===== config.mk =====
export PLATFORM = sky130hd
export DESIGN_NAME = battery_voltage_charge_estimator
export DESIGN_NICKNAME = d
export VERILOG_FILES = /design/src/bvce_pkg.sv /design/src/bvce_div.sv /design/src/battery_voltage_charge_estimator.sv
export SDC_FILE = /design/constraint.sdc
export NUM_CORES = 2
export LEC_CHECK = 0
export BUFFER_PORTS_ARGS = -buffer_cell sky130_fd_sc_hd__buf_2
export CORE_ASPECT_RATIO = 1.1
export CORE_MARGIN = 2
export CORE_UTILIZATION = 30
export DETAILED_ROUTE_END_ITERATION = 12
export PLACE_DENSITY = 0.54
export SYNTH_ARGS = -nofsm -noshare
export SYNTH_HDL_FRONTEND = slang
export SYNTH_SLANG_ARGS = --single-unit

===== constraint.sdc =====
create_clock -name aclk -period 13.3 [get_ports aclk]
set_input_delay 0.665 -clock aclk [delete_from_list [all_inputs] [get_ports aclk]]
set_output_delay 0.665 -clock aclk [all_outputs]
set_load 0.03 [all_outputs]

===== src/bvce_pkg.sv =====
// Package for the battery voltage charge estimator.
// Holds the sequencer state type, register indexes, charge states and fixed thresholds.
// No dependencies.
package bvce_pkg;

    // Width of the shared serial divider.
    localparam int DIV_W = 32;

    typedef enum logic [3:0] {
        ST_IDLE,
        ST_COND,
        ST_READ,
        ST_SPAN,
        ST_MUL,
        ST_TWAIT,
        ST_PCT,
        ST_PWAIT,
        ST_FIN
    } seq_state_t;

    typedef enum logic [1:0] {
        REG_EMPTY_MV,
        REG_FULL_MV,
        REG_SAMPLE_GAP,
        REG_SLEW_STEP
    } cfg_reg_t;

    typedef enum logic [1:0] {
        CS_BATTERY,
        CS_USB,
        CS_CHARGING,
        CS_FULL
    } charge_state_t;

    // Request to and response from the shared divider.
    typedef struct packed {
        logic             start;
        logic [DIV_W-1:0] dividend;
        logic [DIV_W-1:0] divisor;
    } div_req_t;

    typedef struct packed {
        logic             busy;
        logic             done;
        logic [DIV_W-1:0] quotient;
    } div_rsp_t;

    // Voltage thresholds in millivolts.
    localparam logic [12:0] RAIL_HIGH_MV     = 13'd4200;
    localparam logic [12:0] RAIL_ARM_LAST_MV = 13'd3980;
    localparam logic [12:0] RAIL_ARM_RAW_MV  = 13'd4050;
    localparam logic [12:0] PACK_LOW_MV      = 13'd2800;
    localparam logic [12:0] RAIL_RELEASE_MV  = 13'd4000;
    localparam logic [12:0] DEFAULT_MV       = 13'd3700;
    localparam logic [12:0] FULL_MIN_MV      = 13'd4120;
    localparam logic signed [13:0] JUMP_MV   = 14'sd200;
    localparam logic signed [14:0] PCT_MARGIN_MV = 15'sd50;

    // Trend thresholds in mV per minute.
    localparam logic signed [17:0] RISE_TREND = 18'sd25;
    localparam logic signed [17:0] HOLD_TREND = -18'sd25;
    localparam logic signed [17:0] KEEP_TREND = -18'sd40;
    localparam logic signed [17:0] TREND_MAX  = 18'sd131071;
    localparam logic signed [17:0] TREND_MIN  = -18'sd131072;

    localparam logic [31:0] MIN_SPAN_MS = 32'd1000;
    localparam logic [15:0] MS_PER_MIN  = 16'd60000;

    localparam logic [6:0] PCT_MIN   = 7'd1;
    localparam logic [6:0] PCT_CAP   = 7'd99;
    localparam logic [6:0] PCT_MAX   = 7'd100;
    localparam logic [6:0] PCT_RESET = 7'd50;

    localparam logic [3:0] STREAK_MAX  = 4'd10;
    localparam logic [3:0] STREAK_FULL = 4'd3;

endpackage


===== src/bvce_div.sv =====
// Shared restoring divider, one quotient bit per cycle.
// Depends on bvce_pkg for the request and response structs.
module bvce_div (
    input  logic              aclk,
    input  logic              aresetn,
    input  bvce_pkg::div_req_t req,
    output bvce_pkg::div_rsp_t rsp
);

    localparam int W     = bvce_pkg::DIV_W;
    localparam int CNT_W = $clog2(W + 1);

    logic             busy_reg;
    logic             done_reg;
    logic [CNT_W-1:0] cnt_reg;
    logic [W-1:0]     rem_reg;
    logic [W-1:0]     quo_reg;
    logic [W-1:0]     dvs_reg;

    logic [W:0]   trial;
    logic         fits;
    logic [W-1:0] rem_next;
    logic [W-1:0] quo_next;

    always_comb begin
        trial    = {rem_reg, quo_reg[W-1]};
        fits     = trial >= {1'b0, dvs_reg};
        rem_next = fits ? W'(trial - {1'b0, dvs_reg}) : trial[W-1:0];
        quo_next = {quo_reg[W-2:0], fits};
    end

    always_ff @(posedge aclk) begin
        if (!aresetn) begin
            busy_reg <= 1'b0;
            done_reg <= 1'b0;
            cnt_reg  <= '0;
        end else begin
            done_reg <= 1'b0;
            if (req.start) begin
                busy_reg <= 1'b1;
                cnt_reg  <= CNT_W'(W);
                rem_reg  <= '0;
                quo_reg  <= req.dividend;
                dvs_reg  <= req.divisor;
            end else if (busy_reg) begin
                rem_reg <= rem_next;
                quo_reg <= quo_next;
                cnt_reg <= cnt_reg - 1'b1;
                if (cnt_reg == CNT_W'(1)) begin
                    busy_reg <= 1'b0;
                    done_reg <= 1'b1;
                end
            end
        end
    end

    assign rsp.busy     = busy_reg;
    assign rsp.done     = done_reg;
    assign rsp.quotient = quo_reg;

endmodule


===== src/battery_voltage_charge_estimator.sv =====
// Top level of the battery voltage charge estimator.
// Depends on bvce_pkg and on bvce_div, the shared serial divider.
//
// Each input transfer carries one battery reading, a millisecond timestamp and a USB-present
// flag, and yields exactly one result transfer with the conditioned voltage, the trend in mV
// per minute, the charge percent, the charge state and the rail latch. The block works on one
// item at a time: a new input is taken only in the idle state, after the previous result is
// loaded. The item passes through conditioning and ring access (states COND, READ and SPAN),
// then one 32-bit restoring division for the trend (started in MUL) and a second for the
// percent, both on the single shared divider at one quotient bit per cycle, and a final step
// (FIN) that loads the result. Divisions that are not needed (no trend to form, percent
// clamped) are skipped, so an item may finish sooner.
// The result sits in an output register, so a new item is accepted while the previous result
// still waits; the sequencer only holds its last step if that register is still occupied.
// The history ring is a small memory with one write port and one registered read port; its
// contents are not cleared at reset, a fill count marks which entries hold samples. The newest
// sample is also kept in registers so that only the oldest entry needs a memory read.
// Configuration registers sit on an APB-style port at byte addresses 0, 4, 8 and 12
// (empty_mv, full_mv, sample_gap_ms, slew_step_mv) and must be written only while idle.
module battery_voltage_charge_estimator #(
    parameter int HISTORY_DEPTH = 8
) (
    input  logic        aclk,
    input  logic        aresetn,
    // Input channel
    input  logic        s_valid,
    output logic        s_ready,
    input  logic [12:0] s_raw_mv,
    input  logic [31:0] s_time_ms,
    input  logic        s_usb_present,
    // Result channel
    output logic               m_valid,
    input  logic               m_ready,
    output logic [12:0]        m_battery_mv,
    output logic signed [17:0] m_trend_mv_per_min,
    output logic [6:0]         m_percent,
    output logic [1:0]         m_charge_state,
    output logic               m_rail_latched,
    // Configuration port
    input  logic        psel,
    input  logic        penable,
    input  logic        pwrite,
    input  logic [3:0]  paddr,
    input  logic [31:0] pwdata,
    output logic [31:0] prdata,
    output logic        pready
);

    localparam int PTR_W = $clog2(HISTORY_DEPTH);
    localparam int CNT_W = $clog2(HISTORY_DEPTH + 1);
    localparam int DW    = bvce_pkg::DIV_W;

    // ------------------------------------------------------------------
    // Configuration registers
    // ------------------------------------------------------------------
    logic [12:0] empty_mv_reg;
    logic [12:0] full_mv_reg;
    logic [15:0] sample_gap_reg;
    logic [7:0]  slew_step_reg;

    bvce_pkg::cfg_reg_t cfg_index;
    logic               cfg_write;

    assign cfg_index = bvce_pkg::cfg_reg_t'(paddr[3:2]);
    assign cfg_write = psel && penable && pwrite;
    assign pready    = 1'b1;

    always_ff @(posedge aclk) begin
        if (!aresetn) begin
            empty_mv_reg   <= 13'd3300;
            full_mv_reg    <= 13'd4150;
            sample_gap_reg <= 16'd800;
            slew_step_reg  <= 8'd40;
        end else if (cfg_write) begin
            unique case (cfg_index)
                bvce_pkg::REG_EMPTY_MV:   empty_mv_reg   <= pwdata[12:0];
                bvce_pkg::REG_FULL_MV:    full_mv_reg    <= pwdata[12:0];
                bvce_pkg::REG_SAMPLE_GAP: sample_gap_reg <= pwdata[15:0];
                bvce_pkg::REG_SLEW_STEP:  slew_step_reg  <= pwdata[7:0];
            endcase
        end
    end

    always_comb begin
        unique case (cfg_index)
            bvce_pkg::REG_EMPTY_MV:   prdata = {19'd0, empty_mv_reg};
            bvce_pkg::REG_FULL_MV:    prdata = {19'd0, full_mv_reg};
            bvce_pkg::REG_SAMPLE_GAP: prdata = {16'd0, sample_gap_reg};
            bvce_pkg::REG_SLEW_STEP:  prdata = {24'd0, slew_step_reg};
        endcase
    end

    // ------------------------------------------------------------------
    // Sequencer and persistent state
    // ------------------------------------------------------------------
    bvce_pkg::seq_state_t state_reg, state_next;

    // The accepted item.
    logic [12:0] raw_reg;
    logic [31:0] time_reg;
    logic        usb_reg;

    // State carried from item to item.
    logic             rail_reg;
    logic [12:0]      last_good_reg;
    logic [CNT_W-1:0] count_reg;
    logic [PTR_W-1:0] head_reg;
    logic [12:0]      newest_mv_reg;
    logic [31:0]      newest_ms_reg;
    logic [3:0]       streak_reg;
    bvce_pkg::charge_state_t prev_state_reg;
    logic [6:0]       shown_reg;

    // Working values of the current item.
    logic [12:0]        mv_reg;
    logic [12:0]        dv_abs_reg;
    logic               dv_neg_reg;
    logic [31:0]        span_reg;
    logic signed [17:0] trend_reg;
    logic [6:0]         pct_reg;

    // Output register.
    logic                    m_valid_reg;
    logic [12:0]             out_mv_reg;
    logic signed [17:0]      out_trend_reg;
    logic [6:0]              out_pct_reg;
    bvce_pkg::charge_state_t out_state_reg;
    logic                    out_rail_reg;

    bvce_pkg::div_req_t div_req;
    bvce_pkg::div_rsp_t div_rsp;

    bvce_div u_div (
        .aclk    (aclk),
        .aresetn (aresetn),
        .req     (div_req),
        .rsp     (div_rsp)
    );

    // ------------------------------------------------------------------
    // Reading conditioning: rail latch, range check and slew limit
    // ------------------------------------------------------------------
    logic               rail_next;
    logic               have_good;
    logic signed [13:0] raw_minus_lg;
    logic [12:0]        cond_mv;
    logic               lg_update;
    logic [31:0]        gap_ms;
    logic               store_en;
    logic [PTR_W-1:0]   head_next;

    always_comb begin
        have_good    = last_good_reg != 13'd0;
        raw_minus_lg = $signed({1'b0, raw_reg}) - $signed({1'b0, last_good_reg});

        if (raw_reg > bvce_pkg::RAIL_HIGH_MV) begin
            rail_next = 1'b1;
        end else if (have_good && last_good_reg < bvce_pkg::RAIL_ARM_LAST_MV
                     && raw_reg >= bvce_pkg::RAIL_ARM_RAW_MV) begin
            rail_next = 1'b1;
        end else if (rail_reg && raw_reg >= bvce_pkg::PACK_LOW_MV
                     && raw_reg < bvce_pkg::RAIL_RELEASE_MV) begin
            rail_next = 1'b0;
        end else begin
            rail_next = rail_reg;
        end

        lg_update = 1'b1;
        if (rail_next || raw_reg > bvce_pkg::RAIL_HIGH_MV || raw_reg < bvce_pkg::PACK_LOW_MV) begin
            // Rejected reading: hold the last good value, or a default before any.
            cond_mv   = have_good ? last_good_reg : bvce_pkg::DEFAULT_MV;
            lg_update = 1'b0;
        end else if (have_good && (raw_minus_lg > bvce_pkg::JUMP_MV
                                   || raw_minus_lg < -bvce_pkg::JUMP_MV)) begin
            // Large jump: move one slew step, which may overshoot the reading.
            cond_mv = (raw_minus_lg > 14'sd0) ? 13'(last_good_reg + {5'd0, slew_step_reg})
                                              : 13'(last_good_reg - {5'd0, slew_step_reg});
        end else begin
            cond_mv = raw_reg;
        end

        gap_ms    = time_reg - newest_ms_reg;
        store_en  = (state_reg == bvce_pkg::ST_COND)
                    && (count_reg == '0 || gap_ms >= {16'd0, sample_gap_reg});
        head_next = (head_reg == PTR_W'(HISTORY_DEPTH - 1)) ? '0 : head_reg + 1'b1;
    end

    // ------------------------------------------------------------------
    // History ring: one write port, one registered read of the oldest entry
    // ------------------------------------------------------------------
    logic [12:0]      hist_mv_mem [HISTORY_DEPTH];
    logic [31:0]      hist_ms_mem [HISTORY_DEPTH];
    logic [PTR_W-1:0] oldest_idx;
    logic [12:0]      old_mv_reg;
    logic [31:0]      old_ms_reg;

    assign oldest_idx = (count_reg == CNT_W'(HISTORY_DEPTH)) ? head_reg : '0;

    always_ff @(posedge aclk) begin
        if (store_en) begin
            hist_mv_mem[head_reg] <= cond_mv;
            hist_ms_mem[head_reg] <= time_reg;
        end
    end

    always_ff @(posedge aclk) begin
        old_mv_reg <= hist_mv_mem[oldest_idx];
        old_ms_reg <= hist_ms_mem[oldest_idx];
    end

    // ------------------------------------------------------------------
    // Trend set-up and saturation
    // ------------------------------------------------------------------
    logic [31:0]        span_u;
    logic               trend_ok;
    logic signed [13:0] dv;
    logic signed [17:0] trend_sat;

    always_comb begin
        span_u   = newest_ms_reg - old_ms_reg;
        // A span of under one second, or one that reads as negative, gives no trend.
        trend_ok = (count_reg >= CNT_W'(2)) && !span_u[31] && (span_u >= bvce_pkg::MIN_SPAN_MS);
        dv       = $signed({1'b0, newest_mv_reg}) - $signed({1'b0, old_mv_reg});

        // The quotient is a magnitude; apply the sign and saturate to 18 bits.
        if (dv_neg_reg) begin
            trend_sat = (div_rsp.quotient > 32'd131072) ? bvce_pkg::TREND_MIN
                                                        : -$signed(div_rsp.quotient[17:0]);
        end else begin
            trend_sat = (div_rsp.quotient > 32'd131071) ? bvce_pkg::TREND_MAX
                                                        : $signed(div_rsp.quotient[17:0]);
        end
    end

    // ------------------------------------------------------------------
    // Percent set-up
    // ------------------------------------------------------------------
    logic signed [14:0] pct_d;
    logic signed [14:0] pct_n;
    logic signed [21:0] pct_n100;

    always_comb begin
        pct_d    = $signed({2'b0, full_mv_reg}) - $signed({2'b0, empty_mv_reg})
                   - bvce_pkg::PCT_MARGIN_MV;
        pct_n    = $signed({2'b0, mv_reg}) - $signed({2'b0, empty_mv_reg});
        pct_n100 = 22'(pct_n) * 22'sd100;
    end

    // ------------------------------------------------------------------
    // Charge state decision
    // ------------------------------------------------------------------
    logic                    streak_cond;
    logic [3:0]              streak_next;
    logic                    is_full;
    logic                    rising;
    logic                    holding;
    bvce_pkg::charge_state_t cs_next;
    logic [6:0]              pct_out;
    logic [6:0]              shown_next;
    logic                    fin_go;

    always_comb begin
        streak_cond = pct_reg >= bvce_pkg::PCT_CAP
                      && mv_reg >= bvce_pkg::FULL_MIN_MV && mv_reg <= bvce_pkg::RAIL_HIGH_MV
                      && (prev_state_reg == bvce_pkg::CS_CHARGING
                          || prev_state_reg == bvce_pkg::CS_FULL);
        if (!streak_cond) begin
            streak_next = '0;
        end else if (streak_reg < bvce_pkg::STREAK_MAX) begin
            streak_next = streak_reg + 1'b1;
        end else begin
            streak_next = streak_reg;
        end
        is_full = streak_next >= bvce_pkg::STREAK_FULL && !rail_reg;
        rising  = trend_reg >= bvce_pkg::RISE_TREND;
        holding = mv_reg >= bvce_pkg::RAIL_RELEASE_MV && mv_reg <= bvce_pkg::RAIL_HIGH_MV
                  && trend_reg > bvce_pkg::HOLD_TREND;

        shown_next = shown_reg;
        if (rail_reg) begin
            // While latched on the rail the percent is frozen and no full streak builds up.
            pct_out     = (shown_reg > bvce_pkg::PCT_CAP) ? bvce_pkg::PCT_CAP : shown_reg;
            cs_next     = usb_reg ? bvce_pkg::CS_USB : bvce_pkg::CS_BATTERY;
            streak_next = '0;
        end else begin
            priority if (is_full) begin
                cs_next = bvce_pkg::CS_FULL;
            end else if (usb_reg) begin
                cs_next = rising ? bvce_pkg::CS_CHARGING : bvce_pkg::CS_USB;
            end else if (rising) begin
                cs_next = bvce_pkg::CS_CHARGING;
            end else if (prev_state_reg == bvce_pkg::CS_CHARGING && holding
                         && trend_reg > bvce_pkg::KEEP_TREND) begin
                cs_next = bvce_pkg::CS_CHARGING;
            end else begin
                cs_next = bvce_pkg::CS_BATTERY;
            end
            shown_next = pct_reg;
            pct_out    = (cs_next != bvce_pkg::CS_FULL && pct_reg > bvce_pkg::PCT_CAP)
                         ? bvce_pkg::PCT_CAP : pct_reg;
        end

        fin_go = (state_reg == bvce_pkg::ST_FIN) && (!m_valid_reg || m_ready);
    end

    // ------------------------------------------------------------------
    // Next state and divider requests
    // ------------------------------------------------------------------
    always_comb begin
        state_next       = state_reg;
        div_req.start    = 1'b0;
        div_req.dividend = '0;
        div_req.divisor  = '0;
        unique case (state_reg)
            bvce_pkg::ST_IDLE: begin
                if (s_valid) state_next = bvce_pkg::ST_COND;
            end
            bvce_pkg::ST_COND: state_next = bvce_pkg::ST_READ;
            bvce_pkg::ST_READ: state_next = bvce_pkg::ST_SPAN;
            bvce_pkg::ST_SPAN: begin
                state_next = trend_ok ? bvce_pkg::ST_MUL : bvce_pkg::ST_PCT;
            end
            bvce_pkg::ST_MUL: begin
                // The divider's input register follows the multiplier directly.
                div_req.start    = 1'b1;
                div_req.dividend = DW'(dv_abs_reg * bvce_pkg::MS_PER_MIN);
                div_req.divisor  = span_reg;
                state_next       = bvce_pkg::ST_TWAIT;
            end
            bvce_pkg::ST_TWAIT: begin
                if (div_rsp.done) state_next = bvce_pkg::ST_PCT;
            end
            bvce_pkg::ST_PCT: begin
                if (pct_d <= 15'sd0 || pct_n100 < 22'(pct_d) || pct_n > pct_d) begin
                    state_next = bvce_pkg::ST_FIN;
                end else begin
                    div_req.start    = 1'b1;
                    div_req.dividend = DW'(pct_n100[19:0]);
                    div_req.divisor  = DW'(pct_d[13:0]);
                    state_next       = bvce_pkg::ST_PWAIT;
                end
            end
            bvce_pkg::ST_PWAIT: begin
                if (div_rsp.done) state_next = bvce_pkg::ST_FIN;
            end
            bvce_pkg::ST_FIN: begin
                if (fin_go) state_next = bvce_pkg::ST_IDLE;
            end
            default: state_next = bvce_pkg::ST_IDLE;
        endcase
    end

    always_ff @(posedge aclk) begin
        if (!aresetn) begin
            state_reg <= bvce_pkg::ST_IDLE;
        end else begin
            state_reg <= state_next;
        end
    end

    assign s_ready = (state_reg == bvce_pkg::ST_IDLE);

    // ------------------------------------------------------------------
    // Item datapath registers
    // ------------------------------------------------------------------
    always_ff @(posedge aclk) begin
        if (s_valid && s_ready) begin
            raw_reg  <= s_raw_mv;
            time_reg <= s_time_ms;
            usb_reg  <= s_usb_present;
        end
        if (state_reg == bvce_pkg::ST_COND) begin
            mv_reg <= cond_mv;
        end
        if (store_en) begin
            newest_mv_reg <= cond_mv;
            newest_ms_reg <= time_reg;
        end
        if (state_reg == bvce_pkg::ST_SPAN) begin
            dv_abs_reg <= dv[13] ? 13'(-dv) : dv[12:0];
            dv_neg_reg <= dv[13];
            span_reg   <= span_u;
            trend_reg  <= '0;
        end
        if (state_reg == bvce_pkg::ST_TWAIT && div_rsp.done) begin
            trend_reg <= trend_sat;
        end
        if (state_reg == bvce_pkg::ST_PCT) begin
            if (pct_d <= 15'sd0) begin
                pct_reg <= (pct_n > 15'sd0) ? bvce_pkg::PCT_MAX : bvce_pkg::PCT_MIN;
            end else if (pct_n100 < 22'(pct_d)) begin
                pct_reg <= bvce_pkg::PCT_MIN;
            end else begin
                pct_reg <= bvce_pkg::PCT_MAX;
            end
        end
        if (state_reg == bvce_pkg::ST_PWAIT && div_rsp.done) begin
            pct_reg <= div_rsp.quotient[6:0];
        end
        if (fin_go) begin
            out_mv_reg    <= mv_reg;
            out_trend_reg <= trend_reg;
            out_pct_reg   <= pct_out;
            out_state_reg <= cs_next;
            out_rail_reg  <= rail_reg;
        end
    end

    // ------------------------------------------------------------------
    // State carried between items, and the output valid flag
    // ------------------------------------------------------------------
    always_ff @(posedge aclk) begin
        if (!aresetn) begin
            rail_reg       <= 1'b0;
            last_good_reg  <= '0;
            count_reg      <= '0;
            head_reg       <= '0;
            streak_reg     <= '0;
            prev_state_reg <= bvce_pkg::CS_BATTERY;
            shown_reg      <= bvce_pkg::PCT_RESET;
            m_valid_reg    <= 1'b0;
        end else begin
            if (state_reg == bvce_pkg::ST_COND) begin
                rail_reg <= rail_next;
                if (lg_update) last_good_reg <= cond_mv;
            end
            if (store_en) begin
                head_reg <= head_next;
                if (count_reg != CNT_W'(HISTORY_DEPTH)) count_reg <= count_reg + 1'b1;
            end
            if (fin_go) begin
                streak_reg     <= streak_next;
                prev_state_reg <= cs_next;
                shown_reg      <= shown_next;
                m_valid_reg    <= 1'b1;
            end else if (m_ready) begin
                m_valid_reg <= 1'b0;
            end
        end
    end

    assign m_valid            = m_valid_reg;
    assign m_battery_mv       = out_mv_reg;
    assign m_trend_mv_per_min = out_trend_reg;
    assign m_percent          = out_pct_reg;
    assign m_charge_state     = out_state_reg;
    assign m_rail_latched     = out_rail_reg;

    // ------------------------------------------------------------------
    // Assertions
    // ------------------------------------------------------------------
    // Once an item is taken the block stays busy in the following cycle.
    a_busy_after_accept: assert property (@(posedge aclk) disable iff (!aresetn)
        s_valid && s_ready |=> !s_ready)
        else $error("input accepted twice in a row");

    // The divider is never restarted while it is still working.
    a_div_no_restart: assert property (@(posedge aclk) disable iff (!aresetn)
        div_req.start |-> !div_rsp.busy)
        else $error("divider started while busy");

    // The ring fill count never passes its depth.
    a_count_bound: assert property (@(posedge aclk) disable iff (!aresetn)
        count_reg <= CNT_W'(HISTORY_DEPTH))
        else $error("history fill count out of range");

    // Every result carries a percent from 1 to 100.
    a_pct_range: assert property (@(posedge aclk) disable iff (!aresetn)
        m_valid |-> (m_percent >= bvce_pkg::PCT_MIN && m_percent <= bvce_pkg::PCT_MAX))
        else $error("percent out of range");

    // While latched on the rail the state is battery or USB only.
    a_rail_state: assert property (@(posedge aclk) disable iff (!aresetn)
        m_valid && m_rail_latched |-> (m_charge_state == bvce_pkg::CS_BATTERY
                                       || m_charge_state == bvce_pkg::CS_USB))
        else $error("charging state reported while rail latched");

endmodule

==> results.md <==
- Logic pwr share: 47.3%
- Starting density of the core: between 30% and 40%
- Final nets: 4,570
- Share of cells above drive strength 1: between 10 and 15%
- GRT Residual Overflow: 0
- R2R depth: 34
- Worst-case clock buffer depth: 3
- Fillcell total: about 15,000
- Slowest stage delay, CP: 0.70 ns
- Crit path max fanout: 34
- Post-CTS Setup Inserts: 0
- Max reg flops: 256
- Clock Power Share: 22.5%
- Worst hold margin: 0.108 ns
- FF-to-FF End: u_div.quo_reg[9]
- Layout area overhead: 13.0%
- Distinct cells, synth: 96
- Largest net degree at the start of global routing: slightly above 70
- # rows: about 150
- Tot GR Track Use: between 10% and 20%
- Die area: 154,000 um2
- Clock latency on the worst-skew pair: around 0.73 ns
- Critical path arrival: 9.07 ns
- Reg2Reg Setup Slack: 4.54 ns
- Transition time of the tightest slew-check pin: between 1 and 1.5 ns
- DR vias: about 30,000
- HP Class: in -> reg
- Largest regs: hist_ms_mem x256, hist_mv_mem x104
- Max_slew headroom: 18.0%
- PD cells: about 220 nW/um2
- Met1 GRT Util: about a fifth
- Fin. Hold Viols: 0
- PortBufs: 129
- CTS Sinks: slightly above 800
- GRT Max-Usage Layer: met2
- Vias in the first global route: about 30,000
- Power Total: 11.1 mW
- Final setup TNS: 0 ns
- Io pins: 165
- PostCTS Resize Cnt: 0
- Initial DRC count: between 2,000 and 2,500
- Number of flops mapped to enable cells by yosys: 672
- Final WL: between 100,000 and 150,000 um
- Top reg by flops: hist_ms_mem
- Slew Viols, Final: 0
- Top_reg_cell synth: edfxtp_1
- Max-cap violation count: 0
- Synth top area share: roughly 45%
- Status: finished, final reports clean
- Worst Hold End: time_reg[1]
- CP Launch Type: register
- FF+latch count, synth: between 800 and 900
- First-pass GRT wire length: 181,000 um
- Switching power: 4.33 mW
- Gpl congestion: roughly 0.85
- Final Util: approximately a third
- CTS tree: done
- Sw Share: about two fifths
- HPWL Detailed: roughly 85,000 um
- Synth warn: 0
- Fin cells: approximately 6,000
- GR Layer Usage met3: roughly 2.1%
- Post-route setup slack: about 4.5 ns
- ANT nets after route: 0
- Core Area: roughly 150,000 um2
- RSZ-0062 raised after global routing: false
- GR Layer Usage met2: roughly 26%
- Syn Inst Count: roughly 4,000
- Buf/Inv on CP: 4
- DR vias/cell: between 4 and 5
- Post-DP Area: around 48,000 um2
- Clock transition at the registers of the reported paths: around 0.070 ns
- Largest cells by area after synthesis: edfxtp_1 (45%), ha_1 (9.4%), dfxtp_1 (6.3%)
- Die H: between 400 and 500 um
- Worst Clk Skew: between 0.06 and 0.07 ns
- Int Pwr: 6.77 mW
- # DRC: 0
- Crit-path slowest cell: o21a_2
- Worst Setup End Kind: register
- Hold path depth: 1
- Chip Width: about 370 um
- Post-Place Worst Slack: roughly 4.5 ns
- Worst reg2reg path startpoint: empty_mv_reg[1]
- Fraction of registers with async set/reset: 0%
- Minimum clock period: roughly 8.8 ns
- Cell Area, Synth: ~45,000 um2
- Critical path class: reg -> reg
- Peak supply drop: 0.292 mV
- Initial antenna violation count: 7
- H-tree levels: 3
- Post-layout instance area: a little over 50,000 um2
- Leak Pwr: around 20 nW
- Placed Cells: approximately 6,000
- # setup viols final: 0
- Max frequency: 114 MHz
- Req. time, crit path: 13.61 ns
- Average size of a mapped cell: around 11 um2
- Sequential share of power: a little under a third
- HP Start: s_time_ms[1]
- CP top delay family: compound AO/OA/AOI/OAI gates
- Pre-Repair DR Iteration Count: 5
- Top cell type by total area after synthesis: edfxtp_1
- Sequential area share after synthesis: 50.8%
- Wire length per cell: just under 20 um
- Final worst-path cycle share: 65.9%
- # hold bufs at CTS: 0
- Clk root buf: clkbuf_16
- CTS buffer count: between 80 and 90
## cells by family (layout without fill, tap and decap cells)
kind of cell             count (synthesis)  in the layout  synth area share, %
AND/OR/NAND/NOR                       1073           1073                 11.5
AO/OA/AOI/OAI                          854            854                 12.5
flip-flops                             814            814                 50.8
buffers and inverters                  458            639                 4.04
adder cells (fa/ha/maj)                401            401                 12.1
XOR/XNOR                               191            191                 3.79
multiplexers                           167            167                 5.17
other                                    2             19               0.0166
## worst max-delay path by stage
stage               startpoint               end  cells past startpoint
2_1_floorplan  empty_mv_reg[1]  u_div.quo_reg[0]                     33
3_3_place_gp   empty_mv_reg[1]  u_div.quo_reg[3]                     34
3_5_place_dp   empty_mv_reg[1]  u_div.quo_reg[4]                     34
4_1_cts        empty_mv_reg[1]  u_div.quo_reg[9]                     34
5_1_grt        empty_mv_reg[1]  u_div.quo_reg[9]                     34
6_report       empty_mv_reg[1]  u_div.quo_reg[9]                     34
## layout by cell type (no fill, tap or decap), types with 23 or more instances in the layout
cell       instances
nand2b_1          40
a21oi_1          241
dfxtp_1          139
nor3_1            53
inv_1            303
clkbuf_1          23
mux4_2            53
and2_1            43
ha_1             339
clkbuf_16         89
nand3_1           49
o21a_1            32
nor2_1           249
mux2i_1          109
buf_2            129
a211o_1           50
edfxtp_1         672
fa_1              61
a21o_1            80
nand2_1          350
buf_4             39
xnor2_1          120
or3_1             35
nand4_1           77
o211ai_1          23
nor4_1            24
nor2b_1           47
xor2_1            65
o21ai_0          158
a31oi_1           38
## metal layers
| layer | up-vias | wire, um |
|---|---|---|
| li1 | 14800 | - |
| met1 | 14800 | 53600 |
| met2 | 601 | 56800 |
| met3 | 148 | 5540 |
| met4 | 4 | 3350 |
| met5 | - | 18 |
## cell type report
class	count	area, um2	share of cell area (%)
sequential	814	23000	45.0
multi-input combinational	2703	20600	40.2
inverter	306	1150	2.25
clock buffer	121	2440	4.76
antenna	2	5.00	0.00978
tap	1963	2460	4.80
clock inverter	44	551	1.08
timing repair buffer	168	938	1.83
## cell usage after synthesis, drive strengths merged (44+ instances only)
library cell,n
ha,339
dfxtp,142
nor2b,47
o21ai,170
fa,61
nor2,252
nor3,57
nand3,49
nand2,353
mux2i,109
inv,305
and2,44
xnor2,123
xor2,68
a211o,50
clkbuf,113
mux4,53
a21o,80
a21oi,242
nand4,77
edfxtp,672
## power groups by stage
stage / Sequential, mW / Clock, mW / Combinational, mW
after global routing: 3.38 / 2.66 / 5.93
after detailed placement: 3.41 / 0 / 5.21
after global placement: 3.41 / 0 / 5.20
after CTS: 3.36 / 2.57 / 5.27
final: 3.36 / 2.50 / 5.25
after floorplan: 3.32 / 0 / 3.95
Note: power is estimated with default switching activity, not from simulation.
